==> src/hdl/ert_pkg.sv <==
// shared types, constants and codes for the eased ramp timeline
`default_nettype none

package ert_pkg;

  // fixed point format of the progress value
  localparam int FRAC_BITS = 16;
  localparam int ALPHA_W   = FRAC_BITS + 1;
  localparam logic [ALPHA_W-1:0] ONE_FX  = ALPHA_W'(1) << FRAC_BITS;
  localparam logic [ALPHA_W-1:0] HALF_FX = ALPHA_W'(1) << (FRAC_BITS - 1);

  // field widths
  localparam int DUR_W     = 32;
  localparam int DELTA_W   = 16;
  localparam int MODE_W    = 2;
  localparam int CURVE_W   = 2;
  localparam int CFG_W     = 32;
  localparam int CFG_IDX_W = 1;

  // request modes
  localparam logic [MODE_W-1:0] MODE_TICK    = 2'd0;
  localparam logic [MODE_W-1:0] MODE_PLAY    = 2'd1;
  localparam logic [MODE_W-1:0] MODE_REVERSE = 2'd2;

  // easing curves
  localparam logic [CURVE_W-1:0] CURVE_LINEAR = 2'd0;
  localparam logic [CURVE_W-1:0] CURVE_IN     = 2'd1;
  localparam logic [CURVE_W-1:0] CURVE_OUT    = 2'd2;
  localparam logic [CURVE_W-1:0] CURVE_INOUT  = 2'd3;

  // configuration register indexes
  localparam logic [CFG_IDX_W-1:0] REG_DURATION   = 1'd0;
  localparam logic [CFG_IDX_W-1:0] REG_EASE_CURVE = 1'd1;

  // input request
  typedef struct packed {
    logic [MODE_W-1:0]  mode;
    logic [DELTA_W-1:0] delta_time;
  } in_item_t;

  // result
  typedef struct packed {
    logic [ALPHA_W-1:0] eased_alpha;
    logic               finished;
  } out_item_t;

endpackage

`default_nettype wire

==> src/hdl/ert_div.sv <==
// iterative restoring divider: floor(num * 2^FRAC_BITS / den) for num <= den
`default_nettype none

module ert_div (
  input  wire logic                        clk,
  input  wire logic                        rst,
  input  wire logic                        start,
  input  wire logic [ert_pkg::DUR_W-1:0]   num,
  input  wire logic [ert_pkg::DUR_W-1:0]   den,
  output logic                             done,
  output logic [ert_pkg::ALPHA_W-1:0]      quo
);
  import ert_pkg::*;

  localparam int CNT_W = $clog2(ALPHA_W);
  localparam logic [CNT_W-1:0] LAST_STEP = CNT_W'(ALPHA_W - 1);

  logic [DUR_W:0]   rem;
  logic [DUR_W-1:0] dvs;
  logic [CNT_W-1:0] cnt;
  logic             busy;
  logic             ge;
  logic [DUR_W:0]   rem_sub;

  // one quotient bit per cycle
  assign ge      = rem >= {1'b0, dvs};
  assign rem_sub = ge ? (rem - {1'b0, dvs}) : rem;

  // step control
  always_ff @(posedge clk) begin
    if (rst) begin
      busy <= 1'b0;
      done <= 1'b0;
      cnt  <= '0;
    end else begin
      done <= 1'b0;
      if (start) begin
        busy <= 1'b1;
        cnt  <= '0;
      end else if (busy) begin
        if (cnt == LAST_STEP) begin
          busy <= 1'b0;
          done <= 1'b1;
        end else begin
          cnt <= cnt + CNT_W'(1);
        end
      end
    end
  end

  // remainder and quotient
  always_ff @(posedge clk) begin
    if (start) begin
      rem <= {1'b0, num};
      dvs <= den;
      quo <= '0;
    end else if (busy) begin
      quo <= {quo[ALPHA_W-2:0], ge};
      rem <= {rem_sub[DUR_W-1:0], 1'b0};
    end
  end

endmodule

`default_nettype wire

==> src/hdl/ert_ease.sv <==
// quadratic easing: one squaring multiply, then shaping of the result
`default_nettype none

module ert_ease (
  input  wire logic                          clk,
  input  wire logic                          rst,
  input  wire logic                          start,
  input  wire logic [ert_pkg::ALPHA_W-1:0]   t,
  input  wire logic [ert_pkg::CURVE_W-1:0]   curve,
  output logic                               done,
  output logic [ert_pkg::ALPHA_W-1:0]        alpha
);
  import ert_pkg::*;

  localparam int PROD_W = 2 * ALPHA_W;

  logic [ALPHA_W-1:0] u;
  logic               use_u;
  logic [ALPHA_W-1:0] opnd;
  logic [PROD_W-1:0]  prod;
  logic [ALPHA_W-1:0] t_q;
  logic [CURVE_W-1:0] curve_q;
  logic               upper_q;
  logic               mul_vld;
  logic [ALPHA_W-1:0] shape;

  // pick t or its complement for squaring
  assign u     = ONE_FX - t;
  assign use_u = (curve == CURVE_OUT) || ((curve == CURVE_INOUT) && (t >= HALF_FX));
  assign opnd  = use_u ? u : t;

  // multiply stage
  always_ff @(posedge clk) begin
    prod    <= PROD_W'(opnd) * PROD_W'(opnd);
    t_q     <= t;
    curve_q <= curve;
    upper_q <= t >= HALF_FX;
  end

  // shape the square per curve
  always_comb begin
    unique case (curve_q)
      CURVE_IN:    shape = prod[2*FRAC_BITS:FRAC_BITS];
      CURVE_OUT:   shape = ONE_FX - prod[2*FRAC_BITS:FRAC_BITS];
      CURVE_INOUT: shape = upper_q ? (ONE_FX - prod[2*FRAC_BITS-1:FRAC_BITS-1])
                                   : prod[2*FRAC_BITS-1:FRAC_BITS-1];
      default:     shape = t_q;
    endcase
  end

  // result stage
  always_ff @(posedge clk) begin
    alpha <= shape;
  end

  always_ff @(posedge clk) begin
    if (rst) begin
      mul_vld <= 1'b0;
      done    <= 1'b0;
    end else begin
      mul_vld <= start;
      done    <= mul_vld;
    end
  end

endmodule

`default_nettype wire

==> src/hdl/eased_ramp_timeline.sv <==
// eased ramp timeline top level: state, sequencer, divider and easing units
//
//   channel  | direction | handshake           | payload
//   ---------+-----------+---------------------+---------------------------
//   in       | input     | in_valid / in_stall | mode, delta_time
//   out      | output    | out_valid/out_stall | eased_alpha, finished
//   cfg      | input     | cfg_we              | cfg_index, cfg_data
//
// a tick request while playing is handled in order: elapsed is moved and clamped, the
// divider runs FRAC_BITS+1 steps, the quotient is handed over, and the easing unit
// multiplies and shapes it; the next request is taken only after the result is taken.
// play, reverse, ignored and stopped tick requests pass the move state and give no result.
// in_stall is high from acceptance until the result is taken, out_stall holds the result.
// rst is synchronous; it clears elapsed and playback, sets duration to one and the curve linear.
`default_nettype none

module eased_ramp_timeline (
  input  wire logic                            clk,
  input  wire logic                            rst,
  input  wire logic                            in_valid,
  output logic                                 in_stall,
  input  wire ert_pkg::in_item_t               in_data,
  output logic                                 out_valid,
  input  wire logic                            out_stall,
  output ert_pkg::out_item_t                   out_data,
  input  wire logic                            cfg_we,
  input  wire logic [ert_pkg::CFG_IDX_W-1:0]   cfg_index,
  input  wire logic [ert_pkg::CFG_W-1:0]       cfg_data
);
  import ert_pkg::*;

  localparam logic [2:0] S_IDLE = 3'd0;
  localparam logic [2:0] S_MOVE = 3'd1;
  localparam logic [2:0] S_DIV  = 3'd2;
  localparam logic [2:0] S_EASE = 3'd3;
  localparam logic [2:0] S_OUT  = 3'd4;

  logic [2:0]         state;
  logic [2:0]         state_next;
  logic [DUR_W-1:0]   duration;
  logic [CURVE_W-1:0] ease_curve;
  logic [DUR_W-1:0]   elapsed;
  logic [DUR_W-1:0]   elapsed_next;
  logic               playing;
  logic               reversing;
  logic               fin;
  logic               fin_next;
  in_item_t           req;

  logic [DUR_W-1:0]   dur_eff;
  logic [DUR_W:0]     fwd_sum;
  logic               rev_neg;
  logic [DUR_W-1:0]   rev_diff;
  logic               hit_hi;
  logic               hit_lo;
  logic               do_tick;

  logic               div_start;
  logic               div_done;
  logic [ALPHA_W-1:0] div_quo;
  logic               ease_done;
  logic [ALPHA_W-1:0] ease_alpha;

  assign in_stall  = state != S_IDLE;
  assign out_valid = state == S_OUT;

  // configuration registers
  always_ff @(posedge clk) begin
    if (rst) begin
      duration   <= DUR_W'(1);
      ease_curve <= CURVE_LINEAR;
    end else if (cfg_we) begin
      unique case (cfg_index)
        REG_DURATION:   duration   <= cfg_data[DUR_W-1:0];
        REG_EASE_CURVE: ease_curve <= cfg_data[CURVE_W-1:0];
        default:        ;
      endcase
    end
  end

  // move and clamp of elapsed time
  assign dur_eff  = (duration == '0) ? DUR_W'(1) : duration;
  assign fwd_sum  = {1'b0, elapsed} + {{(DUR_W + 1 - DELTA_W){1'b0}}, req.delta_time};
  assign rev_neg  = elapsed < {{(DUR_W - DELTA_W){1'b0}}, req.delta_time};
  assign rev_diff = elapsed - {{(DUR_W - DELTA_W){1'b0}}, req.delta_time};

  always_comb begin
    if (reversing) begin
      hit_hi = !rev_neg && (rev_diff >= dur_eff);
      hit_lo = rev_neg || (rev_diff == '0);
    end else begin
      hit_hi = fwd_sum >= {1'b0, dur_eff};
      hit_lo = fwd_sum == '0;
    end
  end

  always_comb begin
    priority if (hit_hi) begin
      elapsed_next = dur_eff;
      fin_next     = 1'b1;
    end else if (hit_lo) begin
      elapsed_next = '0;
      fin_next     = 1'b1;
    end else begin
      elapsed_next = reversing ? rev_diff : fwd_sum[DUR_W-1:0];
      fin_next     = 1'b0;
    end
  end

  assign do_tick   = (state == S_MOVE) && (req.mode == MODE_TICK) && playing;
  assign div_start = do_tick;

  // sequencer
  always_comb begin
    state_next = state;
    unique case (state)
      S_IDLE: if (in_valid) state_next = S_MOVE;
      S_MOVE: state_next = do_tick ? S_DIV : S_IDLE;
      S_DIV:  if (div_done) state_next = S_EASE;
      S_EASE: if (ease_done) state_next = S_OUT;
      S_OUT:  if (!out_stall) state_next = S_IDLE;
      default: state_next = S_IDLE;
    endcase
  end

  // control state
  always_ff @(posedge clk) begin
    if (rst) begin
      state     <= S_IDLE;
      elapsed   <= '0;
      playing   <= 1'b0;
      reversing <= 1'b0;
      fin       <= 1'b0;
    end else begin
      state <= state_next;
      if (state == S_MOVE) begin
        unique case (req.mode)
          MODE_PLAY: begin
            playing   <= 1'b1;
            reversing <= 1'b0;
          end
          MODE_REVERSE: begin
            playing   <= 1'b1;
            reversing <= 1'b1;
          end
          MODE_TICK: if (playing) begin
            elapsed <= elapsed_next;
            fin     <= fin_next;
            if (fin_next) playing <= 1'b0;
          end
          default: ;
        endcase
      end
    end
  end

  // request capture
  always_ff @(posedge clk) begin
    if (in_valid && !in_stall) req <= in_data;
  end

  // result register
  always_ff @(posedge clk) begin
    if (ease_done) begin
      out_data.eased_alpha <= ease_alpha;
      out_data.finished    <= fin;
    end
  end

  ert_div u_div (
    .clk   (clk),
    .rst   (rst),
    .start (div_start),
    .num   (elapsed_next),
    .den   (dur_eff),
    .done  (div_done),
    .quo   (div_quo)
  );

  ert_ease u_ease (
    .clk   (clk),
    .rst   (rst),
    .start (div_done),
    .t     (div_quo),
    .curve (ease_curve),
    .done  (ease_done),
    .alpha (ease_alpha)
  );

endmodule

`default_nettype wire

==> config.mk <==
export PLATFORM = sky130hd
export DESIGN_NAME = eased_ramp_timeline
export DESIGN_NICKNAME = d
export VERILOG_FILES = /design/src/hdl/ert_pkg.sv /design/src/hdl/ert_div.sv /design/src/hdl/ert_ease.sv /design/src/hdl/eased_ramp_timeline.sv
export SDC_FILE = /design/constraint.sdc
export NUM_CORES = 1
export LEC_CHECK = 0
export BUFFER_PORTS_ARGS = -buffer_cell sky130_fd_sc_hd__buf_2
export CAP_MARGIN = 20
export CORE_ASPECT_RATIO = 1.25
export CORE_MARGIN = 2
export CORE_UTILIZATION = 40
export DETAILED_ROUTE_END_ITERATION = 16
export PLACE_DENSITY = 0.57
export SYNTH_ARGS = -nofsm -noshare
export SYNTH_HDL_FRONTEND = slang
export SYNTH_SLANG_ARGS = --single-unit
==> constraint.sdc <==
create_clock -name clk -period 15.9 [get_ports clk]
set_input_delay 2.385 -clock clk [delete_from_list [all_inputs] [get_ports clk]]
set_output_delay 2.385 -clock clk [all_outputs]
set_load 0.005 [all_outputs]
Yosys cells after proc, flatten, opt, wreduce, memory -nomap -nowiden
Cells that the tools add are included.

operators by class
  multiply operators = 1
  mux-type cells = 28
  divide/modulo/power cells = 0
  magnitude comparators = 5
  add/subtract/negate cells = 7
  bitwise logic cells = 3
  shifts and indexed selects = 0
  reductions and logical operators = 28
  equal/unequal tests = 16

operator list
  kind                                                    number
  2-to-1 mux 32 bit                                       7
  >= comparator 33 x 32 -> 1 bit                          2
  zero test 32 bit                                        2
  case mux 17 bit (3 select lines)                        1
  subtractor 17 bit (first input constant)                3
  2-to-1 mux 17 bit                                       2
  adder 32 x 16 -> 33 bit                                 1
  zero test 33 bit                                        1
  multiplier 17 x 17 -> 33 bit                            1
  >= comparator 32 bit                                    1
  less-than comparator 32 x 16 -> 1 bit                   1
  subtractor 32 x 16 -> 32 bit                            1
  subtractor 32 bit                                       1
  >= comparator 17 x 16 -> 1 bit (second input constant)  1
  case mux 3 bit (5 select lines)                         1
  2-to-1 mux 3 bit                                        4
  equality test 2 bit (second input constant)             5
  2-to-1 mux 1 bit                                        10
  AND reduction 2 bit                                     5
  equality test 3 x 2 -> 1 bit (second input constant)    2
  nonzero test 2 bit                                      3
  adder 5 x 1 -> 5 bit (second input constant)            1
  equality test 5 bit (second input constant)             1
  logical AND 1 bit                                       5
  17 further kinds                                        26

word-level totals
  bits in writable memories = 0
  ROM bits = 0
  memories = 0
  latch bits = 0
  word-level logic and storage cells = 113
  output and inout bits = 20
  register bits after elaboration = 269

Logic depth before layout (Yosys ltp)
Gate-level depths: netlist (run 1).

  word-level depth = 9
  depth in mapped cells = 34
  gate-level depth less buffers = 32

Cells and area by module
From an unflattened synthesis (run 1), not the netlist that was laid out.

second synthesis, totals
  cell total of the unflattened synthesis = 2881
  area total of the unflattened synthesis = 25155.4 um^2

by module, submodules not included
  module               seq. area each (um^2)  times used  area each (um^2)  cells each
  ert_ease             1141.1                 1           10423.7           1140
  eased_ramp_timeline  2522.4                 1           9316.4            1207
  ert_div              2422.3                 1           5415.2            534

Worst setup path after synthesis (run 1)
Ideal clock, no wire load.

  path type = register -> register
  from = register u_div.quo[0] (netlist bit)
  to = register u_ease.prod[32]
  stages on the path, launching flop included = 33
  arrival time = 7.823 ns
  buffers on the path = 2
  slack = 7.956 ns
  path through = dfxtp_1 clkbuf_1 clkinv_1 ha_1 nand2_1 or4_1 nor3_1 nor2_1 xnor2_1 inv_1 clkbuf_1 nand2_1 inv_1 ha_1 inv_1 fa_1 inv_1 fa_1 fa_1 fa_1 inv_1 fa_1 inv_1 ha_1 and3_1 a22o_1 a311oi_1 or3_1 a21o_1 o21ai_0 a41o_1 o41a_1 xnor2_1

between the ends
  word-level cells in the longest chain between the ends = 5
  elaborated cells on any way between the ends = 6
  classes of those cells = add/sub: 1; mul: 1; order compare: 1; mux: 1; reduce/logical: 2

ends and longest elaborated chain
  element                           RTL line        RTL
  from (decl)                       ert_div.sv:11   output logic [ert_pkg::ALPHA_W-1:0] quo
  from (signal assigned)            ert_div.sv:58   quo <= {quo[ALPHA_W-2:0], ge};
  >= comparator 17 x 16 -> 1 bit    ert_ease.sv:29  assign use_u = (curve == CURVE_OUT) || ((curve == CURVE_INOUT) && (t >= HALF_FX));
  logical AND 1 bit                 ert_ease.sv:29
  logical OR 1 bit                  ert_ease.sv:29
  2-to-1 mux 17 bit (*)             ert_ease.sv:30  assign opnd = use_u ? u : t;
  multiplier 17 x 17 -> 33 bit (*)  ert_ease.sv:34  prod <= PROD_W'(opnd) * PROD_W'(opnd);
  to (signal assigned)              ert_ease.sv:34
  to (decl)                         ert_ease.sv:20  logic [PROD_W-1:0] prod;

Every way passes the cells marked *; elsewhere a longest branch is shown, timed or not.
A chain may end at the register's enable or synchronous reset.

Worst setup path after layout (run 1)
Ends and elaborated chain as after synthesis.

==> results of run 1 <==
-- state kept, by name, summed over array words and instances (netlist names) --
register / cells
ease_curve: 2
u_ease.prod: 19
u_div.busy: 1
req: 18
state: 3
u_ease.upper_q: 1
u_ease.done: 1
reversing: 1
u_ease.mul_vld: 1
fin: 1
u_div.quo: 17
u_div.rem: 33
u_ease.t_q: 16
elapsed: 32
u_div.done: 1
u_ease.alpha: 17
u_div.cnt: 5
out_data: 18
u_div.dvs: 32
playing: 1
duration: 32
u_ease.curve_q: 2
-- worst max-delay path by stage --
stage | from | endpoint | cells past startpoint
floorplan | u_div.quo[0] | u_ease.prod[32] | 32
CTS | u_div.quo[0] | u_ease.prod[32] | 29
finish | u_div.quo[0] | u_ease.prod[32] | 29
detailed placement | u_div.quo[0] | u_ease.prod[32] | 29
global placement | u_div.quo[0] | u_ease.prod[32] | 29
global route | u_div.quo[0] | u_ease.prod[32] | 29
-- cell families after synthesis --
group / count (synthesis)
xor+xnor: 160
simple gates: 721
mux: 68
buf+inv: 551
fa+ha+maj: 431
flops: 254
compound gates: 529
-- per-layer routing --
layer / vias to the layer above / part of all wire
met5: - / 0
met4: 0 / 0.049
met3: 137 / 0.028
met2: 421 / 0.53
met1: 9188 / 0.40
li1: 9123 / -
-- cell usage after synthesis (all sizes together) (23+ instances only) --
master	count
nand4	28
buf	25
inv	414
fa	193
a22oi	31
a21oi	136
nand2	252
nor2	208
clkbuf	107
dfxtp	154
o21a	24
ha	238
nor4	24
a21o	53
o21ai	120
edfxtp	100
xor2	47
nor3	56
a211oi	23
nand3	27
mux2i	45
xnor2	113
-- layout by cell type (no fill, tap or decap), drive strengths merged, types with 20 or more instances in the layout --
| cell | synthesis | final |
|---|---|---|
| or3 | 21 | 21 |
| a211oi | 23 | 23 |
| nand4 | 28 | 28 |
| inv | 414 | 417 |
| o211ai | 21 | 21 |
| a21oi | 136 | 136 |
| ha | 238 | 238 |
| o21bai | 21 | 21 |
| nor3 | 56 | 56 |
| nand2 | 252 | 252 |
| edfxtp | 100 | 100 |
| a22oi | 31 | 31 |
| nand3 | 27 | 27 |
| fa | 193 | 193 |
| a21o | 53 | 53 |
| o21a | 24 | 24 |
| dfxtp | 154 | 154 |
| xnor2 | 113 | 113 |
| nor2 | 208 | 208 |
| nand2b | 21 | 21 |
| clkbuf | 107 | 36 |
| xor2 | 47 | 47 |
| nor2b | 20 | 20 |
| buf | 25 | 103 |
| mux2i | 45 | 45 |
| nor4 | 24 | 24 |
| o21ai | 120 | 120 |
-- worst reg2reg max path, delay by kind of cell (launching register included) --
family                     cells  cell delay [ps]
adders and majority gates      8             3480
and+or+nand+nor                5             1360
DFF                            1              470
buffers and inverters          7             1050
xor gates and xnor gates       2              770
AOI/OAI and AO/OA              7             1980
-- where the power goes --
group	total [mW]	leakage [nW]	internal, mW	switching, mW
clock network	0.629	0.437	0.358	0.271
registers	0.765	2.17	0.721	0.0443
logic	0.580	9.32	0.223	0.357
total	1.97	11.9	1.30	0.672
-- stage by stage --
| step | area (sq um) | setup WS [ps] | cells |
|---|---|---|---|
| CTS | 26160 | 6652 | 3496 |
| global placement | 25260 | 6751 | 3446 |
| detailed placement | 25280 | 6664 | 3448 |
| floorplan | 24250 | 7956 | 2714 |
| global route | 26190 | 6129 | 3498 |
| finish | 26190 | 6661 | 3498 |
-- layout make-up --
class                           instances  area (sq um)
Fill cell                            5923         33610
Timing Repair Buffer                  103         613.1
Inverter                              419          1573
Multi-Input combinational cell       1909         16090
Clock buffer                           36         770.7
Tap cell                              765         957.2
Sequential cell                       254          6086
Clock inverter                         12         107.6
==> flow_summary.yaml, run 1 <==
yosys:
  synth_edf_count: 100
  synth_top_family_by_area: "adder cells"
  yosysUniqueCellTypes: 98
  ys_seq_area_frac: 0.2510
  synthXorXnorAreaFrac: 0.05810
  ys.flop_type: "dfxtp_1"
  synthCells: 2714
  muxShareOfSynthArea: 0.03669
  yosys_warnings: 0
  ys_ff_latch: 254
  netlist.area_leader.share: 0.1593
  async_flop_share: 0
  synth-compound-area-share: 0.1452
  synth_nets: 3201
  synthAdderAreaFrac: 0.2821
  syn_area_per_cell_sq_um: 8.935
  synthTopCellsByArea: "fa_1, dfxtp_1, edfxtp_1"
  synth_top_area_cell: "fa_1"
  syn_area_sq_um: 24250
  yosys.area_share.simple: 0.1396
sta:
  finalCriticalPeriod_ps: 9239
  hold_slack_ps: 399.5
  rsz0062_at_grt: "no"
  setup_viol: 0
  tns_ps: 0
  worst_pin_slew_ps: 1125
  max_freq_ghz: 0.1082
  slew_violations: 0
  hold_viol: 0
  maxSlewHeadroom: 0.2445
  fin_crit_sh: 0.5811
  fin_skew_ps: 24.01
floorplanning:
  ios: 76
  fp.coreArea_sq_um: 59810
  die_area_sq_um: 62620
  initial_core_util: 0.4055
  die_w_um: 224.2
  fp-row-count: 100
  fp.dieH_um: 279.3
routing:
  drt-pass1-iter-count: 6
  vias_per_cell: 5.394
  route.detailed.drc: 0
  vias: 18870
  drt-initial-drc-count: 929
  drt_wl_total_mm: 68.82
  wl_per_cell_um: 19.67
  drtAntennaViolNets: 0
clock_network:
  cts_buffer_depth: 3
  cts-root-buf: "clkbuf_16"
  htree_levels: 1
  cts.repair.resized: 0
  cts_tree: "yes"
  worstSkewPairLatency_ps: 560
  postCtsSetupRepairBufs: 0
  holdBufCountCts: 0
  cts_num_sinks: 254
  path_clk_slew_ps: 70
  cts_buffers: 26
setup_path:
  rrSetupSlack_ps: 6660
  timing.critical_path.buf_inv: 7
  end_kind: "register"
  cpPeakStageDelay_ps: 640
  critPathLaunchType: "register"
  critical_path_class: "reg2reg"
  cp.arrival_ps: 9670
  reg2reg_depth: 29
  r2r-end: "u_ease.prod[32]"
  crit_fanout: 14
  r2r-start: "u_div.quo[0]"
  crit_required_ps: 16330
  slowest_stage: "xor2_1"
  crit_family: "adder cells"
global_routing:
  grt.met3_usage: 0.01568
  grt_usage: 0.2233
  top_usage_layer: "met2"
  grt_use_met2: 0.4219
  grt_max_degree: 58
  antenna_found_initial: 1
  grt.overflow.total: 0
  met1_usage: 0.2545
  grt_pass1_vias: 20040
  grt_pass1_wl_mm: 109.9
final_layout:
  layout-drive-gt1-share: 0.08416
  area_delta_synth_final_pct: 8.013
  finalNetCount: 3200
  utilization: 0.4380
  diodes: 0
placement:
  place_congestion: 0.9189
  dp_hpwl_mm: 55.94
  numPortBuffers: 75
pwr:
  leakagePower_nw: 11.93
  ir_drop_v: 0.00005570
  power.density_nw_per_um2: 75.35
  p_total_mw: 1.974
hold_path:
  holdCritStartpoint: "u_ease.alpha[12]"
  hold-path-endpoint: "out_data[13]"
  hold_depth: 0
  hold_class: "reg2reg"
run:
  cap_viol_max_count: 0
status:
  status: "finished, final reports clean"
Power figures use the tool's default switching activity.
==> run 2: changes to the inputs <==
Settings changed: PLACE_DENSITY 0.57 to 0.59.
Clock period 15.9 ns to 7.6 ns, I/O delays scaled along.
==> run 2 against run 1 <==
- via count up 2.5%
- hold slack worse by 22 ps
- wire length up 2.6%
- non-clock buffer count increased by 78
- largest cell class unchanged
- highest routed layer unchanged
- count of clock-buffer cells in the layout fell by 6
- total power grew 120%
- setup slack worse by 6500 ps
- critical path depth increased by 2
- combinational power is 130% higher
- critical path type unchanged
==> flow_summary.yaml, run 2 (same netlist as run 1, synthesis figures left out) <==
status:
  status: "finished, final reports clean"
sta:
  worst_pin_slew_ps: 1044
  hold_viol: 0
  fin_skew_ps: 48.61
  setup_viol: 0
  maxSlewHeadroom: 0.3040
  slew_violations: 0
  max_freq_ghz: 0.1343
  tns_ps: 0
  fin_crit_sh: 0.9798
  finalCriticalPeriod_ps: 7446
  rsz0062_at_grt: "yes"
placement:
  numPortBuffers: 75
  dp_hpwl_mm: 57.74
  place_congestion: 0.9226
  placed_area_sq_um: 25880
setup_path:
  crit_required_ps: 8060
  cp.arrival_ps: 7910
  slowest_stage: "or4_4"
  cpPeakStageDelay_ps: 540
  r2r-start: "u_div.quo[8]"
  critical_path_class: "reg2reg"
  r2r-end: "u_ease.prod[31]"
  reg2reg_depth: 31
  rrSetupSlack_ps: 150
  crit_fanout: 3
  end_kind: "register"
  crit_path_frequent_cell: "fa_1"
  critPathLaunchType: "register"
final_layout:
  final_cell_mix: "inv_1, nand2_1, ha_1"
  largest_reg_flops: 33
  diodes: 0
  area_delta_synth_final_pct: 12.00
  final_common_cell: "inv_1"
  fillCellCount: 5765
  layout-drive-gt1-share: 0.1322
  design_area_sq_um: 27160
  top_register: "u_div.rem"
  finalNetCount: 3279
clock_network:
  path_clk_slew_ps: 70
  cts-root-buf: "clkbuf_16"
  cts_buffers: 27
  cts_buffer_depth: 3
  worstSkewPairLatency_ps: 580
  htree_levels: 1
  cts_num_sinks: 254
  cts_tree: "yes"
routing:
  drt_wl_total_mm: 70.60
  wl_per_cell_um: 19.73
  drt-initial-drc-count: 984
  drt-pass1-iter-count: 6
  drtAntennaViolNets: 0
  vias: 19340
  route.detailed.drc: 0
  vias_per_cell: 5.404
floorplanning:
  fp.dieH_um: 279.3
  ios: 76
  die_area_sq_um: 62620
  initial_core_util: 0.4055
  fp.coreArea_sq_um: 59810
  fp-row-count: 100
  die_w_um: 224.2
global_routing:
  grt_usage: 0.2262
  antenna_found_initial: 0
  grt_pass1_vias: 20330
  grt_pass1_wl_mm: 111.1
  grt_max_degree: 58
  grt.overflow.total: 0
pwr:
  ir_drop_v: 0.0001371
  leakagePower_nw: 12.39
  power.density_nw_per_um2: 160.4
  p_total_mw: 4.356
run:
  cap_viol_max_count: 0
hold_path:
  holdCritStartpoint: "ease_curve[0]"
  hold_depth: 0
  hold_class: "reg2reg"
  hold-path-endpoint: "u_ease.curve_q[0]"
[run 2: changes by cell type in the layout (fill, tap and decap cells not counted), sizes merged]
cell      before  now
clkbuf        36   30
clkinv        12   13
bufinv         1    3
buf          103  181
clkinvlp       1    5
inv          417  418
[run 2: worst max path at each step]
stage                 startpoint               to  slack (ps)  depth (start not counted)
floorplan           u_div.quo[0]  u_ease.prod[31]         0.7                         31
global placement    u_div.quo[6]  u_ease.prod[32]        -270                         25
detailed placement  u_div.quo[6]  u_ease.prod[32]        -320                         25
CTS                 u_div.quo[6]  u_ease.prod[32]           8                         26
global route        u_div.quo[8]  u_ease.prod[31]        -120                         31
finish              u_div.quo[8]  u_ease.prod[31]         150                         31
[run 2: final cells by class]
cell class / instances / area [sq um] / area share
clock buffer: 30 / 729.5 / 0.02686
clock inverter: 20 / 225.2 / 0.008292
inverter: 419 / 1574 / 0.05795
multi-input combinational: 1909 / 16350 / 0.6020
sequential: 254 / 6087 / 0.2241
tap: 765 / 957.2 / 0.03524
timing repair buffer: 181 / 1236 / 0.04552
[run 2: layer usage]
metal,vias up,routed length [um],track usage
met4,0,3418,0.09934
met5,-,0,0
met2,454,37830,0.4404
met3,159,2385,0.01768
li1,9277,-,-
met1,9445,26970,0.2482
[run 2: worst max-delay path: cells and delay by family (launching register included)]
family / cells / cell delay, ps
xor gates and xnor gates: 3 / 490
DFF: 1 / 330
and+or+nand+nor: 9 / 1910
adders and majority gates: 7 / 3030
buffers and inverters: 6 / 520
AOI/OAI and AO/OA: 6 / 1070
[run 2: metrics by stage]
step                      utilization  setup slack [ps]  hold WS [ps]  cells
after floorplan                     -            0.7097         329.0   2714
after global placement         0.4323            -272.2         353.7   3515
after detailed placement       0.4327            -321.2         362.0   3516
after CTS                      0.4498             8.390         381.6   3567
after global routing           0.4541            -115.3         394.7   3578
final                          0.4541             153.7         377.6   3578
[run 2: what timing repair did]
action,in CTS,in global routing
hold buffers,0,0
pin swaps,6,46
buffers inserted,1,11
resized for setup,12,51
setup endpoints to repair,7,10
[run 2: power by group]
part           internal [mW]  switching (mW)
Combinational          0.546           0.811
Clock                  0.808           0.603
Sequential              1.51          0.0802
==> run 3: changes to the inputs <==
Settings changed: ABC_AREA from default to 1, MAX_ROUTING_LAYER from default to met4.
==> run 3 against run 2 <==
- synthesized cell count increased by 29%
- wire length grew 9.4%
- cell count increased by 23%
- clock skew shrank 33 ps
- register-to-register slack improved by 310 ps
- first-iteration DRC count increased by 28%
- setup slack better by 310 ps
- via count increased by 15%
- die area up 7.0%
- count of clock-buffer cells in the layout decreased by 1
==> flow_summary.yaml, run 3 <==
clock_network:
  cts_num_sinks: 254
  cts-root-buf: "clkbuf_16"
  htree_levels: 1
  cts_tree: "yes"
  path_clk_slew_ps: 70
  holdBufCountCts: 0
  postCtsSetupRepairBufs: 0
  cts_buffer_depth: 3
  cts_buffers: 24
  worstSkewPairLatency_ps: 560
setup_path:
  cp.arrival_ps: 7580
  critical_path_class: "reg2reg"
  crit_required_ps: 8040
  crit_path_frequent_cell: "inv_1"
  critPathLaunchType: "register"
  slowest_stage: "fa_1"
  end_kind: "register"
  crit_fanout: 6
  cpPeakStageDelay_ps: 540
floorplanning:
  die_area_sq_um: 67000
  ios: 76
  fp.coreArea_sq_um: 64280
  die_w_um: 231.9
  fp-row-count: 104
  initial_core_util: 0.4040
  fp.dieH_um: 288.9
routing:
  vias: 22240
  drt-initial-drc-count: 1260
  vias_per_cell: 5.061
  route.detailed.drc: 0
  drtAntennaViolNets: 0
  drt-pass1-iter-count: 5
  wl_per_cell_um: 17.58
  drt_wl_total_mm: 77.27
final_layout:
  finalNetCount: 4014
  final_common_cell: "nand2_1"
  layout-drive-gt1-share: 0.08237
  area_delta_synth_final_pct: 7.221
  utilization: 0.4332
  largest_reg_flops: 33
  final_cell_mix: "nand2_1, inv_1, nor2_1"
  design_area_sq_um: 27850
  top_register: "u_div.rem"
yosys:
  syn_area_per_cell_sq_um: 7.395
  ys.flop_type: "dfxtp_1"
  synth_nets: 3999
  synthCells: 3512
  synthMostInstantiatedCell: "nand2_1"
  synthTopCellsByCount: "nand2_1, inv_1, nor2_1"
  async_flop_share: 0
  yosys_warnings: 0
  netlist.area_leader.share: 0.1488
  ys_seq_area_frac: 0.2343
  yosysUniqueCellTypes: 60
  synth_edf_count: 100
  syn_area_sq_um: 25970
  synthTopCellsByArea: "fa_1, dfxtp_1, edfxtp_1"
  ys_ff_latch: 254
  synth_top_area_cell: "fa_1"
sta:
  finalCriticalPeriod_ps: 7138
  hold_slack_ps: 359.8
  worst_pin_slew_ps: 1037
  max_freq_ghz: 0.1401
  rsz0062_at_grt: "no"
  tns_ps: 0
  setup_viol: 0
  slew_violations: 0
  fin_skew_ps: 15.37
  hold_viol: 0
  maxSlewHeadroom: 0.3013
  fin_crit_sh: 0.9392
global_routing:
  met1_usage: 0.2703
  grt_pass1_vias: 22920
  grt_pass1_wl_mm: 122.3
  grt_use_met2: 0.4347
  top_usage_layer: "met2"
  grt_usage: 0.2404
  antenna_found_initial: 1
  grt.overflow.total: 0
  grt.met3_usage: 0.01929
  grt_max_degree: 80
run:
  cap_viol_max_count: 0
status:
  status: "finished, final reports clean"
placement:
  place_congestion: 0.9683
  placed_area_sq_um: 27050
  dp_hpwl_mm: 64.11
  numPortBuffers: 75
hold_path:
  hold_class: "reg2reg"
-- run 3: logic make-up after synthesis --
family	after synthesis	synth area share
AND/OR/NAND/NOR	1435	0.2399
flip-flops	254	0.2343
buffers and inverters	792	0.1212
AO/OA/AOI/OAI	510	0.1106
adder cells (fa/ha/maj)	431	0.2634
XOR/XNOR	90	0.03064
-- run 3: final timing paths --
check        cells past startpoint  slack [ps]          start         endpoint
min reg2reg                      0         360  u_div.quo[16]   u_ease.t_q[16]
max                             34         460   u_div.quo[0]  u_ease.prod[29]
min                              0         360  u_div.quo[16]   u_ease.t_q[16]
max reg2reg                     34         460   u_div.quo[0]  u_ease.prod[29]
-- run 3: area by class of cell --
class	instances	area [sq um]
antenna	1	2.502
clock buffer	29	660.6
clock inverter	15	123.9
fill	6739	36430
inverter	672	2525
multi-input combinational	2466	16750
sequential	254	6086
tap	848	1061
timing repair buffer	109	634.4
-- run 3: layer usage --
layer | wire length, um | share of wire | vias to the layer above
met1 | 31250 | 0.40 | 10430
li1 | - | - | 11140
met5 | 0 | 0 | -
met3 | 2799 | 0.036 | 172
met4 | 3730 | 0.048 | 0
met2 | 39480 | 0.51 | 504
-- run 3: repair_timing --
action | in CTS | in global routing
hold endpoints to repair | 0 | 0
gates resized for setup | 0 | 4
endpoints found under the setup margin | 0 | 9
-- run 3: metrics by stage --
step	std cells	setup WS, ps
5_1_grt	4394	17.77
3_5_place_dp	4349	388.0
2_1_floorplan	3512	639.3
4_1_cts	4393	353.7
6_report	4394	461.8
3_3_place_gp	4349	458.0
-- run 3: worst max-delay path, delay by kind of cell (launching register included) --
family	cells	cell delay, ps
adders and majority gates	7	3230
and+or+nand+nor	11	1650
buffers and inverters	10	830
AOI/OAI and AO/OA	5	830
DFF	1	360
xor gates and xnor gates	1	150
Power of run 3 is left out: the tool's default activity adds up to more than one toggle a clock period on the data nets, which glitch-free logic cannot reach.
